--- src/hw/rtl/sdp_pkg.sv ---
package sdp_pkg;

  localparam int unsigned FracBits = 16;
  localparam int unsigned DataW    = 32;
  localparam int unsigned AccW     = 48;
  localparam int unsigned OperW    = 2 * DataW;
  localparam int unsigned ProdW    = 3 * DataW;
  localparam int unsigned StepW    = 5;

  localparam logic [DataW-1:0] CfgReset = DataW'(64'd1 << FracBits);

  localparam logic [StepW-1:0] StepAccum = StepW'(15);
  localparam logic [StepW-1:0] StepFinal = StepW'(19);

  typedef enum logic [1:0] {
    CFG_RADIUS_SQUARED = 2'd0,
    CFG_DENSITY_WEIGHT = 2'd1,
    CFG_PRESSURE_GAIN  = 2'd2,
    CFG_REST_DENSITY   = 2'd3
  } cfg_index_e;

  typedef enum logic [1:0] {
    ST_IDLE,
    ST_RUN,
    ST_EMIT
  } ctrl_state_e;

  typedef enum logic [2:0] {
    SEL_A_MAG_X,
    SEL_A_MAG_Y,
    SEL_A_MAG_Z,
    SEL_A_HR2,
    SEL_A_OPER_LO,
    SEL_A_OPER_HI
  } sel_a_e;

  typedef enum logic [2:0] {
    SEL_B_MAG_X,
    SEL_B_MAG_Y,
    SEL_B_MAG_Z,
    SEL_B_HR2,
    SEL_B_WEIGHT,
    SEL_B_GAIN
  } sel_b_e;

  typedef enum logic [1:0] {
    ACC_HOLD,
    ACC_CLEAR,
    ACC_ADD_LO,
    ACC_ADD_HI
  } acc_op_e;

  typedef enum logic [2:0] {
    LD_NONE,
    LD_HR2,
    LD_OPER,
    LD_TERM,
    LD_EXCESS
  } load_op_e;

  typedef struct packed {
    logic     load_in;
    sel_a_e   sel_a;
    sel_b_e   sel_b;
    acc_op_e  acc_op;
    load_op_e load_op;
    logic     emit;
  } dp_cmd_t;

  typedef struct packed {
    logic last;
    logic out_full;
  } dp_status_t;

endpackage

--- src/hw/rtl/sdp_ctrl.sv ---
module sdp_ctrl
  import sdp_pkg::*;
(
  input  logic       clk_i,
  input  logic       rst_ni,
  input  logic       in_valid_i,
  output logic       in_stall_o,
  input  dp_status_t status_i,
  output dp_cmd_t    cmd_o
);

  ctrl_state_e      state_q, state_d;
  logic [StepW-1:0] step_q, step_d;

  always_ff @(posedge clk_i or negedge rst_ni) begin
    if (!rst_ni) begin
      state_q <= ST_IDLE;
      step_q  <= '0;
    end else begin
      state_q <= state_d;
      step_q  <= step_d;
    end
  end

  always_comb begin
    state_d = state_q;
    step_d  = step_q;
    unique case (state_q)
      ST_IDLE: begin
        step_d = '0;
        if (in_valid_i) begin
          state_d = ST_RUN;
        end
      end
      ST_RUN: begin
        step_d = step_q + StepW'(1);
        if (step_q == StepAccum && !status_i.last) begin
          state_d = ST_IDLE;
        end else if (step_q == StepFinal) begin
          state_d = ST_EMIT;
        end
      end
      ST_EMIT: begin
        if (!status_i.out_full) begin
          state_d = ST_IDLE;
        end
      end
      default: state_d = ST_IDLE;
    endcase
  end

  // one shared 32x32 multiplier; a product is registered and added in the step after its issue
  always_comb begin
    cmd_o         = '0;
    cmd_o.sel_a   = SEL_A_MAG_X;
    cmd_o.sel_b   = SEL_B_MAG_X;
    cmd_o.acc_op  = ACC_HOLD;
    cmd_o.load_op = LD_NONE;
    in_stall_o    = 1'b1;
    unique case (state_q)
      ST_IDLE: begin
        in_stall_o    = 1'b0;
        cmd_o.load_in = in_valid_i;
      end
      ST_RUN: begin
        unique case (step_q)
          5'd0: begin
            cmd_o.sel_a  = SEL_A_MAG_X;
            cmd_o.sel_b  = SEL_B_MAG_X;
            cmd_o.acc_op = ACC_CLEAR;
          end
          5'd1: begin
            cmd_o.sel_a  = SEL_A_MAG_Y;
            cmd_o.sel_b  = SEL_B_MAG_Y;
            cmd_o.acc_op = ACC_ADD_LO;
          end
          5'd2: begin
            cmd_o.sel_a  = SEL_A_MAG_Z;
            cmd_o.sel_b  = SEL_B_MAG_Z;
            cmd_o.acc_op = ACC_ADD_LO;
          end
          5'd3: cmd_o.acc_op = ACC_ADD_LO;
          5'd4: begin
            cmd_o.load_op = LD_HR2;
            cmd_o.acc_op  = ACC_CLEAR;
          end
          5'd5: begin
            cmd_o.sel_a = SEL_A_HR2;
            cmd_o.sel_b = SEL_B_HR2;
          end
          5'd6: cmd_o.acc_op = ACC_ADD_LO;
          5'd7, 5'd11: begin
            cmd_o.load_op = LD_OPER;
            cmd_o.acc_op  = ACC_CLEAR;
          end
          5'd8: begin
            cmd_o.sel_a = SEL_A_OPER_LO;
            cmd_o.sel_b = SEL_B_HR2;
          end
          5'd9: begin
            cmd_o.sel_a  = SEL_A_OPER_HI;
            cmd_o.sel_b  = SEL_B_HR2;
            cmd_o.acc_op = ACC_ADD_LO;
          end
          5'd10, 5'd14, 5'd19: cmd_o.acc_op = ACC_ADD_HI;
          5'd12: begin
            cmd_o.sel_a = SEL_A_OPER_LO;
            cmd_o.sel_b = SEL_B_WEIGHT;
          end
          5'd13: begin
            cmd_o.sel_a  = SEL_A_OPER_HI;
            cmd_o.sel_b  = SEL_B_WEIGHT;
            cmd_o.acc_op = ACC_ADD_LO;
          end
          5'd15: cmd_o.load_op = LD_TERM;
          5'd16: begin
            cmd_o.load_op = LD_EXCESS;
            cmd_o.acc_op  = ACC_CLEAR;
          end
          5'd17: begin
            cmd_o.sel_a = SEL_A_OPER_LO;
            cmd_o.sel_b = SEL_B_GAIN;
          end
          5'd18: begin
            cmd_o.sel_a  = SEL_A_OPER_HI;
            cmd_o.sel_b  = SEL_B_GAIN;
            cmd_o.acc_op = ACC_ADD_LO;
          end
          default: cmd_o.acc_op = ACC_HOLD;
        endcase
      end
      ST_EMIT: cmd_o.emit = !status_i.out_full;
      default: in_stall_o = 1'b1;
    endcase
  end

endmodule

--- src/hw/rtl/sdp_datapath.sv ---
module sdp_datapath
  import sdp_pkg::*;
(
  input  logic                    clk_i,
  input  logic                    rst_ni,
  input  logic                    cfg_we_i,
  input  logic [1:0]              cfg_index_i,
  input  logic [DataW-1:0]        cfg_data_i,
  input  logic signed [DataW-1:0] offset_x_i,
  input  logic signed [DataW-1:0] offset_y_i,
  input  logic signed [DataW-1:0] offset_z_i,
  input  logic                    last_neighbour_i,
  input  logic                    out_stall_i,
  output logic                    out_valid_o,
  output logic [DataW-1:0]        density_o,
  output logic [DataW-1:0]        pressure_o,
  input  dp_cmd_t                 cmd_i,
  output dp_status_t              status_o
);

  function automatic logic [DataW-1:0] magnitude(input logic [DataW-1:0] v);
    magnitude = v[DataW-1] ? (~v + DataW'(1)) : v;
  endfunction

  logic [DataW-1:0] radius_q, weight_q, gain_q, rest_q;
  logic [DataW-1:0] mag_x_q, mag_y_q, mag_z_q, hr2_q;
  logic             last_q, in_range_q;
  logic [OperW-1:0] oper_q, mul_q, mul_d;
  logic [ProdW-1:0] prod_q, prod_d, prod_shift;
  logic [AccW-1:0]  acc_q, term, acc_sat, excess;
  logic [AccW:0]    acc_sum;
  logic [OperW-1:0] r2, oper_sat;
  logic [DataW-1:0] opa, opb, density_q, pressure_q, density_sat, pressure_sat;
  logic             out_valid_q, in_range;

  always_ff @(posedge clk_i or negedge rst_ni) begin
    if (!rst_ni) begin
      radius_q <= CfgReset;
      weight_q <= CfgReset;
      gain_q   <= CfgReset;
      rest_q   <= CfgReset;
    end else if (cfg_we_i) begin
      unique case (cfg_index_e'(cfg_index_i))
        CFG_RADIUS_SQUARED: radius_q <= cfg_data_i;
        CFG_DENSITY_WEIGHT: weight_q <= cfg_data_i;
        CFG_PRESSURE_GAIN:  gain_q   <= cfg_data_i;
        CFG_REST_DENSITY:   rest_q   <= cfg_data_i;
      endcase
    end
  end

  always_comb begin
    unique case (cmd_i.sel_a)
      SEL_A_MAG_X:   opa = mag_x_q;
      SEL_A_MAG_Y:   opa = mag_y_q;
      SEL_A_MAG_Z:   opa = mag_z_q;
      SEL_A_HR2:     opa = hr2_q;
      SEL_A_OPER_LO: opa = oper_q[DataW-1:0];
      SEL_A_OPER_HI: opa = oper_q[OperW-1:DataW];
      default:       opa = '0;
    endcase
    unique case (cmd_i.sel_b)
      SEL_B_MAG_X:  opb = mag_x_q;
      SEL_B_MAG_Y:  opb = mag_y_q;
      SEL_B_MAG_Z:  opb = mag_z_q;
      SEL_B_HR2:    opb = hr2_q;
      SEL_B_WEIGHT: opb = weight_q;
      SEL_B_GAIN:   opb = gain_q;
      default:      opb = '0;
    endcase
  end

  assign mul_d = {{(OperW-DataW){1'b0}}, opa} * {{(OperW-DataW){1'b0}}, opb};

  always_comb begin
    unique case (cmd_i.acc_op)
      ACC_HOLD:   prod_d = prod_q;
      ACC_CLEAR:  prod_d = '0;
      ACC_ADD_LO: prod_d = prod_q + {{(ProdW-OperW){1'b0}}, mul_q};
      ACC_ADD_HI: prod_d = prod_q + {mul_q, {(ProdW-OperW){1'b0}}};
      default:    prod_d = prod_q;
    endcase
  end

  assign prod_shift = prod_q >> FracBits;
  assign r2         = prod_q[OperW-1:0] >> FracBits;
  assign in_range   = r2 < {{(OperW-DataW){1'b0}}, radius_q};
  assign oper_sat   = (|prod_shift[ProdW-1:OperW]) ? '1 : prod_shift[OperW-1:0];
  assign term       = (|prod_shift[ProdW-1:AccW]) ? '1 : prod_shift[AccW-1:0];
  assign acc_sum    = {1'b0, acc_q} + {1'b0, term};
  assign acc_sat    = acc_sum[AccW] ? '1 : acc_sum[AccW-1:0];
  assign excess     = (acc_q > {{(AccW-DataW){1'b0}}, rest_q})
                    ? acc_q - {{(AccW-DataW){1'b0}}, rest_q} : '0;
  assign density_sat  = (|acc_q[AccW-1:DataW]) ? '1 : acc_q[DataW-1:0];
  assign pressure_sat = (|prod_shift[ProdW-1:DataW]) ? '1 : prod_shift[DataW-1:0];

  always_ff @(posedge clk_i or negedge rst_ni) begin
    if (!rst_ni) begin
      acc_q       <= '0;
      out_valid_q <= 1'b0;
    end else begin
      if (cmd_i.emit) begin
        acc_q <= '0;
      end else if (cmd_i.load_op == LD_TERM && in_range_q) begin
        acc_q <= acc_sat;
      end
      if (cmd_i.emit) begin
        out_valid_q <= 1'b1;
      end else if (!out_stall_i) begin
        out_valid_q <= 1'b0;
      end
    end
  end

  always_ff @(posedge clk_i) begin
    mul_q  <= mul_d;
    prod_q <= prod_d;
    if (cmd_i.load_in) begin
      mag_x_q <= magnitude(offset_x_i);
      mag_y_q <= magnitude(offset_y_i);
      mag_z_q <= magnitude(offset_z_i);
      last_q  <= last_neighbour_i;
    end
    unique case (cmd_i.load_op)
      LD_HR2: begin
        hr2_q      <= radius_q - r2[DataW-1:0];
        in_range_q <= in_range;
      end
      LD_OPER:   oper_q <= oper_sat;
      LD_EXCESS: oper_q <= {{(OperW-AccW){1'b0}}, excess};
      default:   oper_q <= oper_q;
    endcase
    if (cmd_i.emit) begin
      density_q  <= density_sat;
      pressure_q <= pressure_sat;
    end
  end

  assign status_o.last     = last_q;
  assign status_o.out_full = out_valid_q;
  assign out_valid_o       = out_valid_q;
  assign density_o         = density_q;
  assign pressure_o        = pressure_q;

endmodule

--- src/hw/rtl/sph_density_pressure.sv ---
// Poly6 density and pressure unit. Neighbour offset words of one particle,
// self included, arrive on the input channel; the word flagged last_neighbour
// closes the particle and produces one output word holding the saturated
// density and the pressure gain*(density-rest), clamped at zero. All values are
// Q16.16. One 32x32 multiplier is stepped through the squares, the kernel cube,
// the weight and the pressure product; the input is stalled until a word's steps
// are done, and a last word's result also waits until the previous output word
// has been taken. The output word sits in a register, so a new neighbour word is
// accepted while a result is still stalled. Configuration writes are to be
// made only while no particle is in progress.
module sph_density_pressure
  import sdp_pkg::*;
(
  input  logic                    clk_i,
  input  logic                    rst_ni,
  input  logic                    cfg_we_i,
  input  logic [1:0]              cfg_index_i,
  input  logic [DataW-1:0]        cfg_data_i,
  input  logic                    in_valid_i,
  output logic                    in_stall_o,
  input  logic signed [DataW-1:0] offset_x_i,
  input  logic signed [DataW-1:0] offset_y_i,
  input  logic signed [DataW-1:0] offset_z_i,
  input  logic                    last_neighbour_i,
  output logic                    out_valid_o,
  input  logic                    out_stall_i,
  output logic [DataW-1:0]        density_o,
  output logic [DataW-1:0]        pressure_o
);

  dp_cmd_t    cmd;
  dp_status_t status;

  sdp_ctrl u_ctrl (
    .clk_i      (clk_i),
    .rst_ni     (rst_ni),
    .in_valid_i (in_valid_i),
    .in_stall_o (in_stall_o),
    .status_i   (status),
    .cmd_o      (cmd)
  );

  sdp_datapath u_datapath (
    .clk_i            (clk_i),
    .rst_ni           (rst_ni),
    .cfg_we_i         (cfg_we_i),
    .cfg_index_i      (cfg_index_i),
    .cfg_data_i       (cfg_data_i),
    .offset_x_i       (offset_x_i),
    .offset_y_i       (offset_y_i),
    .offset_z_i       (offset_z_i),
    .last_neighbour_i (last_neighbour_i),
    .out_stall_i      (out_stall_i),
    .out_valid_o      (out_valid_o),
    .density_o        (density_o),
    .pressure_o       (pressure_o),
    .cmd_i            (cmd),
    .status_o         (status)
  );

endmodule

--- config.mk ---
export PLATFORM = sky130hd
export DESIGN_NAME = sph_density_pressure
export DESIGN_NICKNAME = d
export VERILOG_FILES = /design/src/hw/rtl/sdp_pkg.sv /design/src/hw/rtl/sdp_ctrl.sv /design/src/hw/rtl/sdp_datapath.sv /design/src/hw/rtl/sph_density_pressure.sv
export SDC_FILE = /design/constraint.sdc
export NUM_CORES = 2
export LEC_CHECK = 0
export BUFFER_PORTS_ARGS = -buffer_cell sky130_fd_sc_hd__buf_4
export CAP_MARGIN = 20
export CORE_MARGIN = 8
export CORE_UTILIZATION = 40
export CTS_CLUSTER_DIAMETER = 200
export CTS_CLUSTER_SIZE = 12
export DETAILED_ROUTE_END_ITERATION = 10
export PLACE_DENSITY = 0.63
export SLEW_MARGIN = 25
export SYNTH_ARGS = -nofsm -noshare
export SYNTH_HDL_FRONTEND = slang
export SYNTH_HIERARCHICAL = 1
export SYNTH_SLANG_ARGS = --single-unit
--- constraint.sdc ---
create_clock -name clk_i -period 20.3 [get_ports clk_i]
set_input_delay 1.015 -clock clk_i [delete_from_list [all_inputs] [get_ports clk_i]]
set_output_delay 1.015 -clock clk_i [all_outputs]
set_load 0.01 [all_outputs]
* After elaboration in Yosys (flattened, before gate mapping)
Cells that the tools add are included.
** Word-level totals
- Register bits after elaboration :: 602
- Bits of input ports :: 136
- Output and inout bits :: 66
- Word-level logic and storage cells :: 136
** Cells by class
- $add $sub $neg :: 9
- $mul :: 1
- $lt $le $gt $ge :: 2
- Equality and inequality tests :: 45
- Muxes and demuxes :: 28
- Bitwise gates (word level) :: 3
- Reductions and logical operators :: 26
** Operator list (count)
- $pmux W32 S6 :: 2
- $pmux W96 S3 :: 1
- $mux W48 :: 5
- $pmux W64 S2 :: 1
- $add A32 B1 Y32 const B :: 3
- $add A96 B64 Y96 :: 1
- $add A96 B96 Y96 :: 1
- $not A32 Y32 :: 3
- $mux W31 :: 3
- $mul A32 B32 Y64 :: 1
- $mux W64 :: 1
- $pmux W6 S9 :: 1
- $add A48 B48 Y49 :: 1
- $gt A48 B32 Y1 :: 1
- $lt A48 B32 Y1 :: 1
- $reduce_or A48 Y1 :: 1
- $sub A48 B32 Y48 :: 1
- $eq A5 B4 Y1 const B :: 8
- $reduce_or A16 Y1 :: 2
- $reduce_or A32 Y1 :: 1
- $sub A32 B32 Y32 :: 1
- $eq A5 B3 Y1 const B :: 4
- $eq A5 B5 Y1 const B :: 4
- $eq A3 B2 Y1 const B :: 6
- 28 further kinds :: 60

* Logic depth before layout (Yosys ltp)
- Depth after elaboration :: 8
- Mapped depth :: 40
- Depth with buffers taken out :: 35

* By module
Netlist, hierarchy kept.
** By module, submodules not included
- sdp_datapath :: instances 1, cells each 8026, area each 72301.8 µm², seq. area each 16345.7 µm²
- sdp_ctrl :: instances 1, cells each 100, area each 754.5 µm², seq. area each 175.2 µm²

* Worst setup path before layout
Ideal clock, no wire load.
- Kind :: reg2reg
- Start point :: register u_ctrl.step_q[0]
- End point :: register u_datapath.mul_q[62]
- Library setup time :: 0.072 ns
- Data arrival time :: 9.595 ns
- Required time :: 20.228 ns
- Setup slack :: 10.633 ns
- Cell stages (with the launch flop) :: 35
- Buffers on the path :: 4
- Clock period less this slack :: 9.667 ns
- Path through :: dfrtp_1 -> inv_1 -> ha_1 -> o21ai_0 -> o22ai_1 -> and3_1 -> nor3b_1 -> clkbuf_1 -> clkbuf_1 -> a221o_1 -> clkbuf_1 -> nand2_1 -> fa_1 -> inv_1 -> fa_1 -> inv_1 -> fa_1 -> fa_1 -> inv_1 -> fa_1 -> fa_1 -> fa_1 -> fa_1 -> ha_1 -> clkbuf_1 -> a211oi_1 -> o211ai_1 -> a22oi_1 -> o2111ai_1 -> a311o_1 -> nor4bb_1 -> o21ai_0 -> o21ai_0 -> a41oi_1 -> xnor2_1
** RTL lines
- start, declared :: line sdp_ctrl.sv:13 : logic [StepW-1:0] step_q, step_d;
- start signal, assigned :: line sdp_ctrl.sv:21 : step_q <= step_d;
- end signal, assigned :: line sdp_datapath.sv:116 : mul_q <= mul_d;
- end, declared :: line sdp_datapath.sv:28 : logic [OperW-1:0] oper_q, mul_q, mul_d;

==> impl_metrics.ini <==
[cells_and_area]
final_area_mm2 = 0.07890
drive_gt1_frac = 0.07271
most-common-layout-cells = inv_1 (1,139), fa_1 (901), nor2_1 (867), nand2_1 (854), ha_1 (544)
layout_commonest_cell = inv_1
final_core_util = 0.4328
layout.nets = 9662
areaGrowthSynthToFinish_pct = 8.000
instances_no_fill = 10515

[placement]
port_buffers = 201
placed_cells = 10407
dpl_cell_area_mm2 = 0.07721
gp_congestion = 0.9992
dpl.hpwl_mm = 219.2

[sta]
finalCritPeriodShare = 0.5923
rsz0062_at_grt = no
maxSlewHeadroom = 0.2573
skew_ps = 65.77
setup_violations = 0
layout_min_cycle_time_ps = 12020
hold_viol = 0
worstMarginPinSlew_ps = 1111
drv_slew = 0
setup_tns_ps = 0
fmax_mhz = 83.17

[synthesis]
avgSynthCellArea_um2 = 8.990
ys.flop_type = edfxtp_1
syn_inst = 8126
async_flop_share = 0.3056
synth_top_cell_area_share = 0.2469
yosysSeqAreaShare = 0.2261
synth_warnings = 6
synth-seq-cells = 602
synth-edff-count = 354
synth_top_area_cell = fa_1
netlist_top_cells_area = fa_1 (25%), edfxtp_1 (15%), ha_1 (9.3%)
netlist_area_mm2 = 0.07306
synth.distinct_cells = 89
syn_nets = 9707

[setup_path]
crit_fanout = 32
cpPeakStageDelay_ps = 860
required_ps = 20890
cp-start-kind = flop
worstPathArrival_ps = 12620
criticalPathCategory = flop to flop
crit_slowest_cell = nand3_1
endpoint_kind = flop
crit_top_cell = fa_1

[detailed_routing]
via_count = 62016
firstDrtPassIters = 7
wl_met2_mm = 124.6
m1WireLength_mm = 112.5
drt_iter0_drc = 7210
vias_per_cell = 5.898
met3WireLength_mm = 28.55
wl_mm = 281.6
drc = 0
drt-wirelength-per-cell_um = 26.78
top_layer = met5
ant_nets = 0

[clocking]
tritoncts = done
hold_buffers = 0
clk_latency_ps = 720
htree_levels = 2
cts.sinks = 602
root_buffer = clkbuf_16
cts-resized-gates = 0
clk_path_buf_depth = 3
cts_buffers = 56
cts_setup_buffers = 0
path_clk_slew_ps = 70

[floorplanning]
start_util = 0.4008
dieWidth_um = 443.4
io_pins = 202
die_area_mm2 = 0.1966
core-area_mm2 = 0.1823
fp.dieH_um = 443.4
row_count = 157

[global_routing]
grt_pass1_wl_mm = 414.5
grt_overflow_total = 0
grt_pass1_vias = 62740
grt_max_degree = 83
grt.total_usage = 0.2791
antenna_found_initial = 10

[job]
drv_cap = 0

[min_path]
hp-class = input port to async pin

[run_status]
status = finished, final reports clean
-- area by class of cell --
cell class	count	area [µm²]
diodes	2	5.005
multi-input cells	5951	50970
well taps	2385	2984
fillers	17732	103400
flip-flops and latches	602	16520
clock inverters	4	87.58
clock buffers	101	1570
repair buffers	328	2472
inverters	1142	4287
-- worst paths after layout --
| check | cells past startpoint | from | endpoint | slack (ps) |
|---|---|---|---|---|
| setup / recovery | 28 | u_ctrl/step_q[2]$_DFFE_PN0P_ | u_datapath/mul_q[62]$_DFF_P_ | 8280 |
| hold reg to reg | 1 | u_datapath/gain_q[4]$_DFFE_PN0P_ | u_datapath/gain_q[4]$_DFFE_PN0P_ | 510 |
| min in group clk_i | 1 | last_neighbour_i | u_datapath/last_q$_DFFE_PP_ | 490 |
| setup reg to reg | 28 | u_ctrl/step_q[2]$_DFFE_PN0P_ | u_datapath/mul_q[62]$_DFF_P_ | 8280 |
| max in group asynchronous | 3 | rst_ni | u_datapath/weight_q[25]$_DFFE_PN0P_ | 18050 |
| hold / removal | 1 | rst_ni | u_datapath/acc_q[3]$_DFFE_PN0P_ | 260 |
-- cell families (layout without fill, tap and decap cells) --
family                   after synthesis  after routing  synth area share
flip-flops                           602            602            0.2261
XOR/XNOR                             402            402           0.04819
AND/OR/NAND/NOR                     2405           2405            0.1459
adder cells (fa/ha/maj)             1445           1445            0.3401
multiplexers                         101            101           0.01552
AO/OA/AOI/OAI                       1598           1598            0.1430
other                                  0              2                 0
buffers and inverters               1573           1575           0.08123
-- routing by layer --
layer  vias to the layer above  track usage
met4                         4       0.1237
met5                         -            0
met3                       691      0.06565
met1                     31162       0.3664
met2                      3157       0.4401
li1                      27002            -
-- stage by stage --
| stage | setup slack [ps] | hold WS (ps) |
|---|---|---|
| floorplan | 10630 | 479.4 |
| global placement | 8432 | 485.2 |
| detailed placement | 8379 | 494.6 |
| CTS | 8317 | 265.1 |
| global route | 7792 | 278.1 |
| finish | 8276 | 260.2 |
-- sequential cells by signal (all words and copies together), names as in the netlist --
register and count:
u_datapath/prod_q 96, u_datapath/mul_q 64, u_datapath/oper_q 64, u_datapath/acc_q 48, u_datapath/density_o 32, u_datapath/gain_q 32
u_datapath/hr2_q 32, u_datapath/mag_x_q 32, u_datapath/mag_y_q 32, u_datapath/mag_z_q 32, u_datapath/pressure_o 32, u_datapath/radius_q 32
u_datapath/rest_q 32, u_datapath/weight_q 32, u_ctrl/step_q 5, u_ctrl/state_q 2, u_datapath/in_range_q 1, u_datapath/last_q 1
u_datapath/out_valid_o 1
-- worst max-delay path, delay by kind of cell (launching register included) --
family                     cells  cell delay, ps
adders and majority gates      9            4440
AOI/OAI and AO/OA              7            2900
and+or+nand+nor                8            3580
xor gates and xnor gates       1             170
buffers and inverters          3             160
DFF                            1             630
-- synth_stat cells, types with 64 or more instances --
cell,instances
xor2_1,134
o21ai_0,359
xnor2_1,268
a211oi_1,77
a22oi_1,169
mux2_2,98
edfxtp_1,354
nand4_1,87
or3_1,64
o21bai_1,64
and3_1,70
nand3_1,138
dfxtp_1,64
fa_1,901
a21o_1,164
dfrtp_1,180
nand2_1,854
clkbuf_1,399
ha_1,544
inv_1,1141
a21oi_1,354
nor2_1,870
Power is left out: the tool's default activity adds up to more than one toggle a clock period on the data nets, which glitch-free logic cannot reach.
